==> src/rtl/jmas_pkg.sv <==
// ----------------------------------------------------------------------------
// jmas_pkg
// Shared types and constants of the joint motion average speed unit.
// ----------------------------------------------------------------------------
package jmas_pkg;

  localparam int COORD_W   = 16;
  localparam int HIST_W    = 8;
  localparam int ERR_W     = 17;
  localparam int SPIKE_W   = 24;
  localparam int SCALE_W   = 16;
  localparam int SPEED_W   = 24;
  localparam int SUM_W     = 27;
  localparam int CFG_IDX_W = 2;
  localparam int CFG_W     = 24;
  localparam int IN_DATA_W = 104;
  localparam int IN_USER_W = 2;
  localparam int OUT_DATA_W = 24;
  localparam int OUT_USER_W = 2;

  // sum of three squares padded to an even width, root two bits per cycle
  localparam int RAD_W       = 36;
  localparam int ROOT_W      = RAD_W / 2;
  localparam int RREM_W      = ROOT_W + 4;
  localparam int ROOT_CYCLES = RAD_W / 4;
  localparam int SQ_TERMS    = 3;

  // mean numerator is (sum * scale) >> 8
  localparam int FRAC_BITS = 8;
  localparam int PROD_W    = SUM_W + SCALE_W;
  localparam int NUM_W     = PROD_W - FRAC_BITS;
  localparam int DIV_STEPS = NUM_W;
  localparam int STEP_W    = $clog2(DIV_STEPS);

  localparam logic [CFG_IDX_W-1:0] REG_ERR_LIMIT     = 2'd0;
  localparam logic [CFG_IDX_W-1:0] REG_SPIKE_LIMIT   = 2'd1;
  localparam logic [CFG_IDX_W-1:0] REG_MIN_HISTORY   = 2'd2;
  localparam logic [CFG_IDX_W-1:0] REG_RATE_SCALE_Q8 = 2'd3;

  localparam logic [ERR_W-1:0]   RST_ERR_LIMIT     = 17'd10000;
  localparam logic [SPIKE_W-1:0] RST_SPIKE_LIMIT   = 24'd6000;
  localparam logic [HIST_W-1:0]  RST_MIN_HISTORY   = 8'd5;
  localparam logic [SCALE_W-1:0] RST_RATE_SCALE_Q8 = 16'd256;

  localparam logic [1:0] AXIS_X = 2'd0;
  localparam logic [1:0] AXIS_Y = 2'd1;
  localparam logic [1:0] AXIS_Z = 2'd2;

  typedef struct packed {
    logic [ERR_W-1:0]   err_limit;
    logic [SPIKE_W-1:0] spike_limit;
    logic [HIST_W-1:0]  min_history;
    logic [SCALE_W-1:0] rate_scale_q8;
  } cfg_t;

  typedef struct packed {
    logic       load;
    logic       sq;
    logic [1:0] sq_idx;
    logic       root;
    logic       accum;
    logic       mul;
    logic       div;
    logic       emit;
  } cmd_t;

  typedef struct packed {
    logic qualify;
    logic eop;
    logic count_zero;
    logic out_free;
  } sts_t;

endpackage

==> src/rtl/joint_motion_average_speed_unit.sv <==
// ----------------------------------------------------------------------------
// joint_motion_average_speed_unit
// Average joint displacement per pass, scaled to a speed, spike filtered.
// ----------------------------------------------------------------------------
// Input beats (s_*) carry one tracked joint; s_tlast marks the last joint of
// a pass. Only the last beat of a pass yields an output beat (m_*) with the
// speed and two flags. Registers are written through cfg_we/cfg_index/
// cfg_data; the user must write them only while the unit is idle, the block
// itself does not enforce it.
// For each joint the sequencer loads it; a joint that fails the confidence
// or history check goes straight to the accumulate step and is not counted,
// others pass through the three squares, the two-bit-per-cycle root and the
// accumulate step. The last joint of a pass adds a multiply and the
// bit-serial divide (skipped when no joint counted), then loads the output
// register once the output slot is free.
// The output register frees the input side: while a beat waits on m_tready
// further joints are taken; only the next end of pass waits for the slot.
// Reset (synchronous) restores register defaults, clears sum, count and
// held speed and drops m_tvalid.
// ----------------------------------------------------------------------------
module joint_motion_average_speed_unit import jmas_pkg::*; #(
  parameter int MAX_JOINTS_PER_PASS = 1024
) (
  input  logic                  clk,
  input  logic                  rst,
  input  logic                  cfg_we,
  input  logic [CFG_IDX_W-1:0]  cfg_index,
  input  logic [CFG_W-1:0]      cfg_data,
  input  logic                  s_tvalid,
  output logic                  s_tready,
  // old_x, old_y, old_z, new_x, new_y, new_z, history_length
  input  logic [IN_DATA_W-1:0]  s_tdata,
  // old_confident, new_confident
  input  logic [IN_USER_W-1:0]  s_tuser,
  input  logic                  s_tlast,
  output logic                  m_tvalid,
  input  logic                  m_tready,
  // speed
  output logic [OUT_DATA_W-1:0] m_tdata,
  // spike_rejected, no_joints
  output logic [OUT_USER_W-1:0] m_tuser
);

  cfg_t cfg;
  cmd_t cmd;
  sts_t sts;

  always_ff @(posedge clk) begin
    if (rst) begin
      cfg.err_limit     <= RST_ERR_LIMIT;
      cfg.spike_limit   <= RST_SPIKE_LIMIT;
      cfg.min_history   <= RST_MIN_HISTORY;
      cfg.rate_scale_q8 <= RST_RATE_SCALE_Q8;
    end else if (cfg_we) begin
      case (cfg_index)
        REG_ERR_LIMIT:     cfg.err_limit     <= cfg_data[ERR_W-1:0];
        REG_SPIKE_LIMIT:   cfg.spike_limit   <= cfg_data[SPIKE_W-1:0];
        REG_MIN_HISTORY:   cfg.min_history   <= cfg_data[HIST_W-1:0];
        REG_RATE_SCALE_Q8: cfg.rate_scale_q8 <= cfg_data[SCALE_W-1:0];
        default: ;
      endcase
    end
  end

  jmas_ctrl u_ctrl (
    .clk      (clk),
    .rst      (rst),
    .in_valid (s_tvalid),
    .in_ready (s_tready),
    .sts      (sts),
    .cmd      (cmd)
  );

  jmas_datapath #(
    .MAX_JOINTS_PER_PASS (MAX_JOINTS_PER_PASS)
  ) u_datapath (
    .clk       (clk),
    .rst       (rst),
    .cfg       (cfg),
    .cmd       (cmd),
    .sts       (sts),
    .in_data   (s_tdata),
    .in_user   (s_tuser),
    .in_last   (s_tlast),
    .out_valid (m_tvalid),
    .out_ready (m_tready),
    .out_data  (m_tdata),
    .out_user  (m_tuser)
  );

`ifndef SYNTHESIS
  a_busy_after_accept: assert property (@(posedge clk) disable iff (rst)
    s_tvalid && s_tready |=> !s_tready)
    else $error("input taken while a joint is in progress");

  a_no_joints_zero: assert property (@(posedge clk) disable iff (rst)
    m_tvalid && m_tuser[1] |-> (m_tdata == '0) && !m_tuser[0])
    else $error("empty pass reported a speed or a spike");

  a_emit_from_busy: assert property (@(posedge clk) disable iff (rst)
    $rose(m_tvalid) |-> $past(!s_tready))
    else $error("result appeared without end-of-pass work");
`endif

endmodule

==> src/rtl/jmas_ctrl.sv <==
// ----------------------------------------------------------------------------
// jmas_ctrl
// Sequencer: squares, iterative root, accumulate, end-of-pass multiply and divide, and output load.
// ----------------------------------------------------------------------------
module jmas_ctrl import jmas_pkg::*; (
  input  logic clk,
  input  logic rst,
  input  logic in_valid,
  output logic in_ready,
  input  sts_t sts,
  output cmd_t cmd
);

  typedef enum logic [6:0] {
    IDLE = 7'b0000001,
    SQ   = 7'b0000010,
    ROOT = 7'b0000100,
    ACC  = 7'b0001000,
    MUL  = 7'b0010000,
    DIV  = 7'b0100000,
    EMIT = 7'b1000000
  } state_t;

  state_t state, state_next;
  logic [STEP_W-1:0] step, step_next;

  always_ff @(posedge clk) begin
    if (rst) begin
      state <= IDLE;
      step  <= '0;
    end else begin
      state <= state_next;
      step  <= step_next;
    end
  end

  assign in_ready = (state == IDLE);

  always_comb begin
    state_next = state;
    step_next  = step;
    cmd        = '0;
    case (state)
      IDLE: begin
        if (in_valid) begin
          cmd.load   = 1'b1;
          step_next  = '0;
          state_next = SQ;
        end
      end
      SQ: begin
        if (!sts.qualify) begin
          state_next = ACC;
        end else begin
          cmd.sq     = 1'b1;
          cmd.sq_idx = step[1:0];
          if (step == STEP_W'(SQ_TERMS - 1)) begin
            step_next  = '0;
            state_next = ROOT;
          end else begin
            step_next = step + 1'b1;
          end
        end
      end
      ROOT: begin
        cmd.root = 1'b1;
        if (step == STEP_W'(ROOT_CYCLES - 1)) begin
          step_next  = '0;
          state_next = ACC;
        end else begin
          step_next = step + 1'b1;
        end
      end
      ACC: begin
        cmd.accum  = 1'b1;
        state_next = sts.eop ? MUL : IDLE;
      end
      MUL: begin
        cmd.mul    = 1'b1;
        step_next  = '0;
        state_next = sts.count_zero ? EMIT : DIV;
      end
      DIV: begin
        cmd.div = 1'b1;
        if (step == STEP_W'(DIV_STEPS - 1)) begin
          step_next  = '0;
          state_next = EMIT;
        end else begin
          step_next = step + 1'b1;
        end
      end
      EMIT: begin
        if (sts.out_free) begin
          cmd.emit   = 1'b1;
          state_next = IDLE;
        end
      end
      default: begin
        state_next = IDLE;
        step_next  = '0;
      end
    endcase
  end

endmodule

==> src/rtl/jmas_datapath.sv <==
// ----------------------------------------------------------------------------
// jmas_datapath
// Displacement, square root, running sum, mean divide, spike filter, output.
// ----------------------------------------------------------------------------
module jmas_datapath import jmas_pkg::*; #(
  parameter int MAX_JOINTS_PER_PASS = 1024
) (
  input  logic                  clk,
  input  logic                  rst,
  input  cfg_t                  cfg,
  input  cmd_t                  cmd,
  output sts_t                  sts,
  input  logic [IN_DATA_W-1:0]  in_data,
  input  logic [IN_USER_W-1:0]  in_user,
  input  logic                  in_last,
  output logic                  out_valid,
  input  logic                  out_ready,
  output logic [OUT_DATA_W-1:0] out_data,
  output logic [OUT_USER_W-1:0] out_user
);

  localparam int CNT_W = $clog2(MAX_JOINTS_PER_PASS + 1);

  logic [COORD_W-1:0] mag_x, mag_y, mag_z;
  logic               qualify, eop;
  logic [RAD_W-1:0]   acc;
  logic [RREM_W-1:0]  rrem;
  logic [ROOT_W-1:0]  root;
  logic [SUM_W-1:0]   sum;
  logic [CNT_W-1:0]   count;
  logic [NUM_W-1:0]   num;
  logic [CNT_W-1:0]   drem;
  logic [SPEED_W-1:0] held;
  logic [SPEED_W-1:0] out_speed;
  logic               out_spike, out_none;

  function automatic logic [COORD_W-1:0] abs_diff(logic [COORD_W-1:0] a,
                                                  logic [COORD_W-1:0] b);
    logic signed [COORD_W:0] d;
    logic        [COORD_W:0] m;
    d = $signed({b[COORD_W-1], b}) - $signed({a[COORD_W-1], a});
    m = d[COORD_W] ? -d : d;
    return m[COORD_W-1:0];
  endfunction

  // square term
  logic [COORD_W-1:0]   sq_in;
  logic [2*COORD_W-1:0] sq;
  always_comb begin
    case (cmd.sq_idx)
      AXIS_X:  sq_in = mag_x;
      AXIS_Y:  sq_in = mag_y;
      AXIS_Z:  sq_in = mag_z;
      default: sq_in = '0;
    endcase
  end
  assign sq = sq_in * sq_in;

  // two restoring root steps per cycle
  logic [RREM_W-1:0] r1, r2, t1, t2, r1s, r2s;
  logic [ROOT_W-1:0] q1, q2;
  always_comb begin
    r1 = {rrem[RREM_W-3:0], acc[RAD_W-1 -: 2]};
    t1 = {2'b00, root, 2'b01};
    if (r1 >= t1) begin
      r1s = r1 - t1;
      q1  = {root[ROOT_W-2:0], 1'b1};
    end else begin
      r1s = r1;
      q1  = {root[ROOT_W-2:0], 1'b0};
    end
    r2 = {r1s[RREM_W-3:0], acc[RAD_W-3 -: 2]};
    t2 = {2'b00, q1, 2'b01};
    if (r2 >= t2) begin
      r2s = r2 - t2;
      q2  = {q1[ROOT_W-2:0], 1'b1};
    end else begin
      r2s = r2;
      q2  = {q1[ROOT_W-2:0], 1'b0};
    end
  end

  // accumulate
  logic           take;
  logic [SUM_W:0] sum_ext;
  assign take = qualify && (root < {1'b0, cfg.err_limit})
                && (count < CNT_W'(MAX_JOINTS_PER_PASS));
  assign sum_ext = {1'b0, sum} + (SUM_W + 1)'(root);

  // mean numerator and one quotient bit per cycle
  logic [PROD_W-1:0] prod;
  logic [CNT_W:0]    dtrial;
  logic              dge;
  assign prod   = sum * cfg.rate_scale_q8;
  assign dtrial = {drem, num[NUM_W-1]};
  assign dge    = dtrial >= {1'b0, count};

  // spike filter
  logic [SPEED_W-1:0] cand, diff;
  logic               accept;
  assign cand   = (|num[NUM_W-1:SPEED_W]) ? {SPEED_W{1'b1}} : num[SPEED_W-1:0];
  assign diff   = (cand > held) ? cand - held : held - cand;
  assign accept = diff < cfg.spike_limit;

  always_ff @(posedge clk) begin
    if (cmd.load) begin
      mag_x   <= abs_diff(in_data[0*COORD_W +: COORD_W], in_data[3*COORD_W +: COORD_W]);
      mag_y   <= abs_diff(in_data[1*COORD_W +: COORD_W], in_data[4*COORD_W +: COORD_W]);
      mag_z   <= abs_diff(in_data[2*COORD_W +: COORD_W], in_data[5*COORD_W +: COORD_W]);
      qualify <= in_user[0] && in_user[1]
                 && (in_data[6*COORD_W +: HIST_W] >= cfg.min_history);
      eop     <= in_last;
      rrem    <= '0;
      root    <= '0;
    end
    if (cmd.sq) begin
      acc <= ((cmd.sq_idx == AXIS_X) ? '0 : acc) + RAD_W'(sq);
    end
    if (cmd.root) begin
      acc  <= {acc[RAD_W-5:0], 4'b0000};
      rrem <= r2s;
      root <= q2;
    end
    if (cmd.mul) begin
      num  <= prod[PROD_W-1:FRAC_BITS];
      drem <= '0;
    end
    if (cmd.div) begin
      drem <= dge ? CNT_W'(dtrial - {1'b0, count}) : dtrial[CNT_W-1:0];
      num  <= {num[NUM_W-2:0], dge};
    end
    if (cmd.emit) begin
      if (count == '0) begin
        out_speed <= '0;
        out_spike <= 1'b0;
        out_none  <= 1'b1;
      end else begin
        out_speed <= accept ? cand : held;
        out_spike <= !accept;
        out_none  <= 1'b0;
      end
    end
  end

  always_ff @(posedge clk) begin
    if (rst) begin
      sum       <= '0;
      count     <= '0;
      held      <= '0;
      out_valid <= 1'b0;
    end else begin
      if (cmd.accum && take) begin
        sum   <= sum_ext[SUM_W] ? {SUM_W{1'b1}} : sum_ext[SUM_W-1:0];
        count <= count + 1'b1;
      end
      if (cmd.emit) begin
        if (count != '0 && accept) begin
          held <= cand;
        end
        sum   <= '0;
        count <= '0;
      end
      if (cmd.emit) begin
        out_valid <= 1'b1;
      end else if (out_ready) begin
        out_valid <= 1'b0;
      end
    end
  end

  assign sts.qualify    = qualify;
  assign sts.eop        = eop;
  assign sts.count_zero = (count == '0);
  assign sts.out_free   = !out_valid || out_ready;

  assign out_data = out_speed;
  assign out_user = {out_none, out_spike};

endmodule
==> config.mk <==
export PLATFORM = sky130hd
export DESIGN_NAME = joint_motion_average_speed_unit
export DESIGN_NICKNAME = d
export VERILOG_FILES = /design/src/rtl/jmas_pkg.sv /design/src/rtl/joint_motion_average_speed_unit.sv /design/src/rtl/jmas_ctrl.sv /design/src/rtl/jmas_datapath.sv
export SDC_FILE = /design/constraint.sdc
export NUM_CORES = 2
export LEC_CHECK = 0
export BUFFER_PORTS_ARGS = -buffer_cell sky130_fd_sc_hd__buf_2
export CAP_MARGIN = 20
export CORE_ASPECT_RATIO = 0.8
export CORE_MARGIN = 1
export CORE_UTILIZATION = 30
export DETAILED_ROUTE_END_ITERATION = 8
export GPL_ROUTABILITY_DRIVEN = 1
export HOLD_SLACK_MARGIN = 0.05
export SLEW_MARGIN = 20
export SYNTH_ARGS = -nofsm -noshare
export SYNTH_HDL_FRONTEND = slang
export SYNTH_SLANG_ARGS = --single-unit
export TNS_END_PERCENT = 10
==> constraint.sdc <==
create_clock -name clk -period 7.7 [get_ports clk]
set_clock_uncertainty 0.15 [all_clocks]
set_input_delay 1.925 -clock clk [delete_from_list [all_inputs] [get_ports clk]]
set_output_delay 1.925 -clock clk [all_outputs]
set_load 0.05 [all_outputs]
==> flow_summary.toml <==
[status]
status = "finished with violations"
violations = "negative setup slack"

[cells_and_area]
layout.nets = 6640
final_common_cell = "inv_1"
diodes = 0
multiInputGateArea_mm2 = 0.03274
n_fill_cell = 15470
area_growth_syn_to_layout_pct = 13.93
layout-drive-gt1-share_pct = 11.42
final_cell_mix = "inv_1, nand2_1, fa_1, ha_1, nor2_1"
regArea_mm2 = 0.008670
fin_area_mm2 = 0.05155

[synth]
syn_avg_cell_area_um2 = 8.604
synth-adder-area-share_pct = 36.37
synthMuxAreaShare_pct = 1.136
synth_warnings = 0
ys_seq_area_share_pct = 19.16
synth_ff_type = "edfxtp_1"
netlist_instances = 5259
synth_edf_count = 192
ys_types = 92
ys_async_sr_fraction_pct = 0
synth-simple-area-share_pct = 16.29
ys_seq_elements = 337
syn_area_mm2 = 0.04525
synth_compound_area_share_pct = 13.40
synth_top_family_by_area = "adder cells"
yosys.area_share.xor_xnor_pct = 4.220
synth_fp_nets = 6383

[route]
drt_iter0_markers = 2634
wirelength_mm = 128.7
ant_nets = 0
remaining_drc_errors = 0
num_vias = 36920
wl_per_cell_um = 17.07
dr.pass1.iters = 5
vias_per_cell = 4.894

[flow_run]
drv_cap = 0

[place]
dp_hpwl_mm = 104.1
port_buffers = 165
routabilityCongestion = 0.9299
dp_slack_ns = -0.4075
postPlaceCellArea_mm2 = 0.04992

[global_route]
grt_pass1_wl_mm = 205.1
grt_pass1_vias = 37120
grt_use_total_pct = 16.79
grt_overflow_total = 0
antenna_found_initial = 2
grt_max_degree = 90

[die]
ios = 166
die_h_um = 349.4
start_util_pct = 30.20
die_x_um = 436.2
dieArea_mm2 = 0.1524
coreArea_mm2 = 0.1498
rows = 127

[sta]
period_needed_ns = 7.770
final-setup-viol-count = 6
worst_slack_ns = -0.07000
holdWs_ns = 0.3062
clock.fmax_mhz = 128.7
post-route-period-util_pct = 100.9
tightest_slew_ns = 1.052
hold_violations = 0
finalMaxSlewViolations = 0
slew_headroom_pct = 28.03
grt_setup_unrepaired = "yes"

[clock_network]
cts_sinks = 337
cts_hold_buf = 0
clk_path_buf_depth = 3
cts_max_level = 2
clk_latency_ns = 0.60
clk_pin_slew_worst_paths_ns = 0.06
root_buffer = "clkbuf_16"
cts_tree = "built"
numCtsBuffers = 36

[setup_path]
crit_path_max_fanout = 8
crit_top_cell = "fa_1"
slowest_delay_ns = 0.53
worstPathArrival_ns = 7.96
crit_type = "reg2reg"
cp-start-kind = "flop"
slowest_stage = "fa_1"
critPathCaptureType = "flop"
critPathRequiredTime_ns = 7.89

[min_path]
hold_class = "reg2reg"
[flip-flops by register name, indices dropped and copies added, names as in the netlist, 18 cells and up]
name	cells
u_datapath.held	24
u_datapath.rrem	20
u_datapath.acc	36
u_datapath.root	18
u_datapath.out_data	24
u_datapath.num	35
u_datapath.sum	27
cfg	65
[repair_timing]
action / CTS / global route
pin swaps: 34 / 8
gates resized for setup: 59 / 30
setup buffers: 17 / 1
endpoints found under the setup margin: 13 / 19
gates cloned: 2 / 0
[kinds of logic after synthesis]
logic type,Yosys count
adders and majority gates,986
muxes,50
and+or+nand+nor,1600
xor gates and xnor gates,218
DFF,337
buffers and inverters,1120
AOI/OAI and AO/OA,948
[worst max-delay path: cells and delay by family (launching register included)]
kind	cells	cell delay [ns]
AO/OA/AOI/OAI	7	1.37
buffers and inverters	7	0.71
adder cells (fa/ha/maj)	7	3.29
AND/OR/NAND/NOR	9	1.67
flip-flops	1	0.34
[synthesized netlist by cell type (6+ instances only)]
cell type / instances / area [µm²]
a211o_1: 19 / 166.4
a211oi_1: 65 / 488.0
a21boi_0: 11 / 82.58
a21o_1: 119 / 893.4
a21oi_1: 315 / 1577
a22o_1: 7 / 61.31
a22oi_1: 19 / 142.6
a31o_2: 6 / 52.55
a31oi_1: 33 / 206.5
and2_1: 166 / 1039
and3_1: 43 / 269.0
and4_1: 10 / 87.58
buf_1: 14 / 52.55
buf_2: 14 / 70.07
clkbuf_1: 188 / 705.7
dfxtp_1: 145 / 2903
edfxtp_1: 192 / 5766
fa_1: 549 / 10990
ha_1: 437 / 5468
inv_1: 895 / 3359
mux2_2: 10 / 112.6
mux2i_1: 39 / 390.4
nand2_1: 663 / 2489
nand2b_1: 40 / 250.2
nand3_1: 70 / 350.3
nand3b_1: 10 / 75.07
nand4_1: 40 / 250.2
nor2_1: 379 / 1423
nor2b_1: 32 / 200.2
nor3_1: 61 / 305.3
nor3b_1: 7 / 52.55
nor4_1: 21 / 131.4
o211ai_1: 19 / 142.6
o21a_1: 53 / 397.9
o21ai_0: 156 / 780.8
o21ai_1: 6 / 30.03
o21bai_1: 25 / 187.7
o31a_1: 6 / 52.55
o31ai_1: 25 / 187.7
or2_2: 15 / 93.84
or3_1: 13 / 81.33
xnor2_1: 122 / 1069
xor2_1: 96 / 840.8
[layout make-up]
cell class | instances | share of cell area [%]
clock inverter | 15 | 0.3083
tap | 1999 | 4.852
sequential | 337 | 16.82
inverter | 899 | 6.573
clock buffer | 51 | 1.956
timing repair buffer | 439 | 5.978
multi-input combinational | 3803 | 63.51
[path summary, 6_finish.rpt]
path | start | to | slack, ns | depth (start not counted)
max reg2reg | u_ctrl.state[4] | u_datapath.acc[27] | -0.07 | 30
min reg2reg | cfg[25] | cfg[25] | 0.31 | 2
min | cfg[25] | cfg[25] | 0.31 | 2
max | u_ctrl.state[4] | u_datapath.acc[27] | -0.07 | 30
[layer usage]
metal	part of all wire, %	vias to the layer above	global-route usage (%)
met3	6.8	125	2.772
met2	42	1078	25.53
met1	49	18050	24.86
met4	1.7	0	3.380
li1	-	17660	-
met5	0	-	0
[through the flow]
step,setup TNS (ns),utilization [%],std cells
after global placement,-2.900,33.31,7459
after CTS,-0.2180,34.31,7542
after detailed placement,-3.788,33.31,7459
after floorplan,-0.01448,-,5259
after global routing,-3.991,34.40,7543
final,-0.2337,34.40,7543
Power is left out: the tool's default activity adds up to more than one toggle a clock period on the data nets, which glitch-free logic cannot reach.
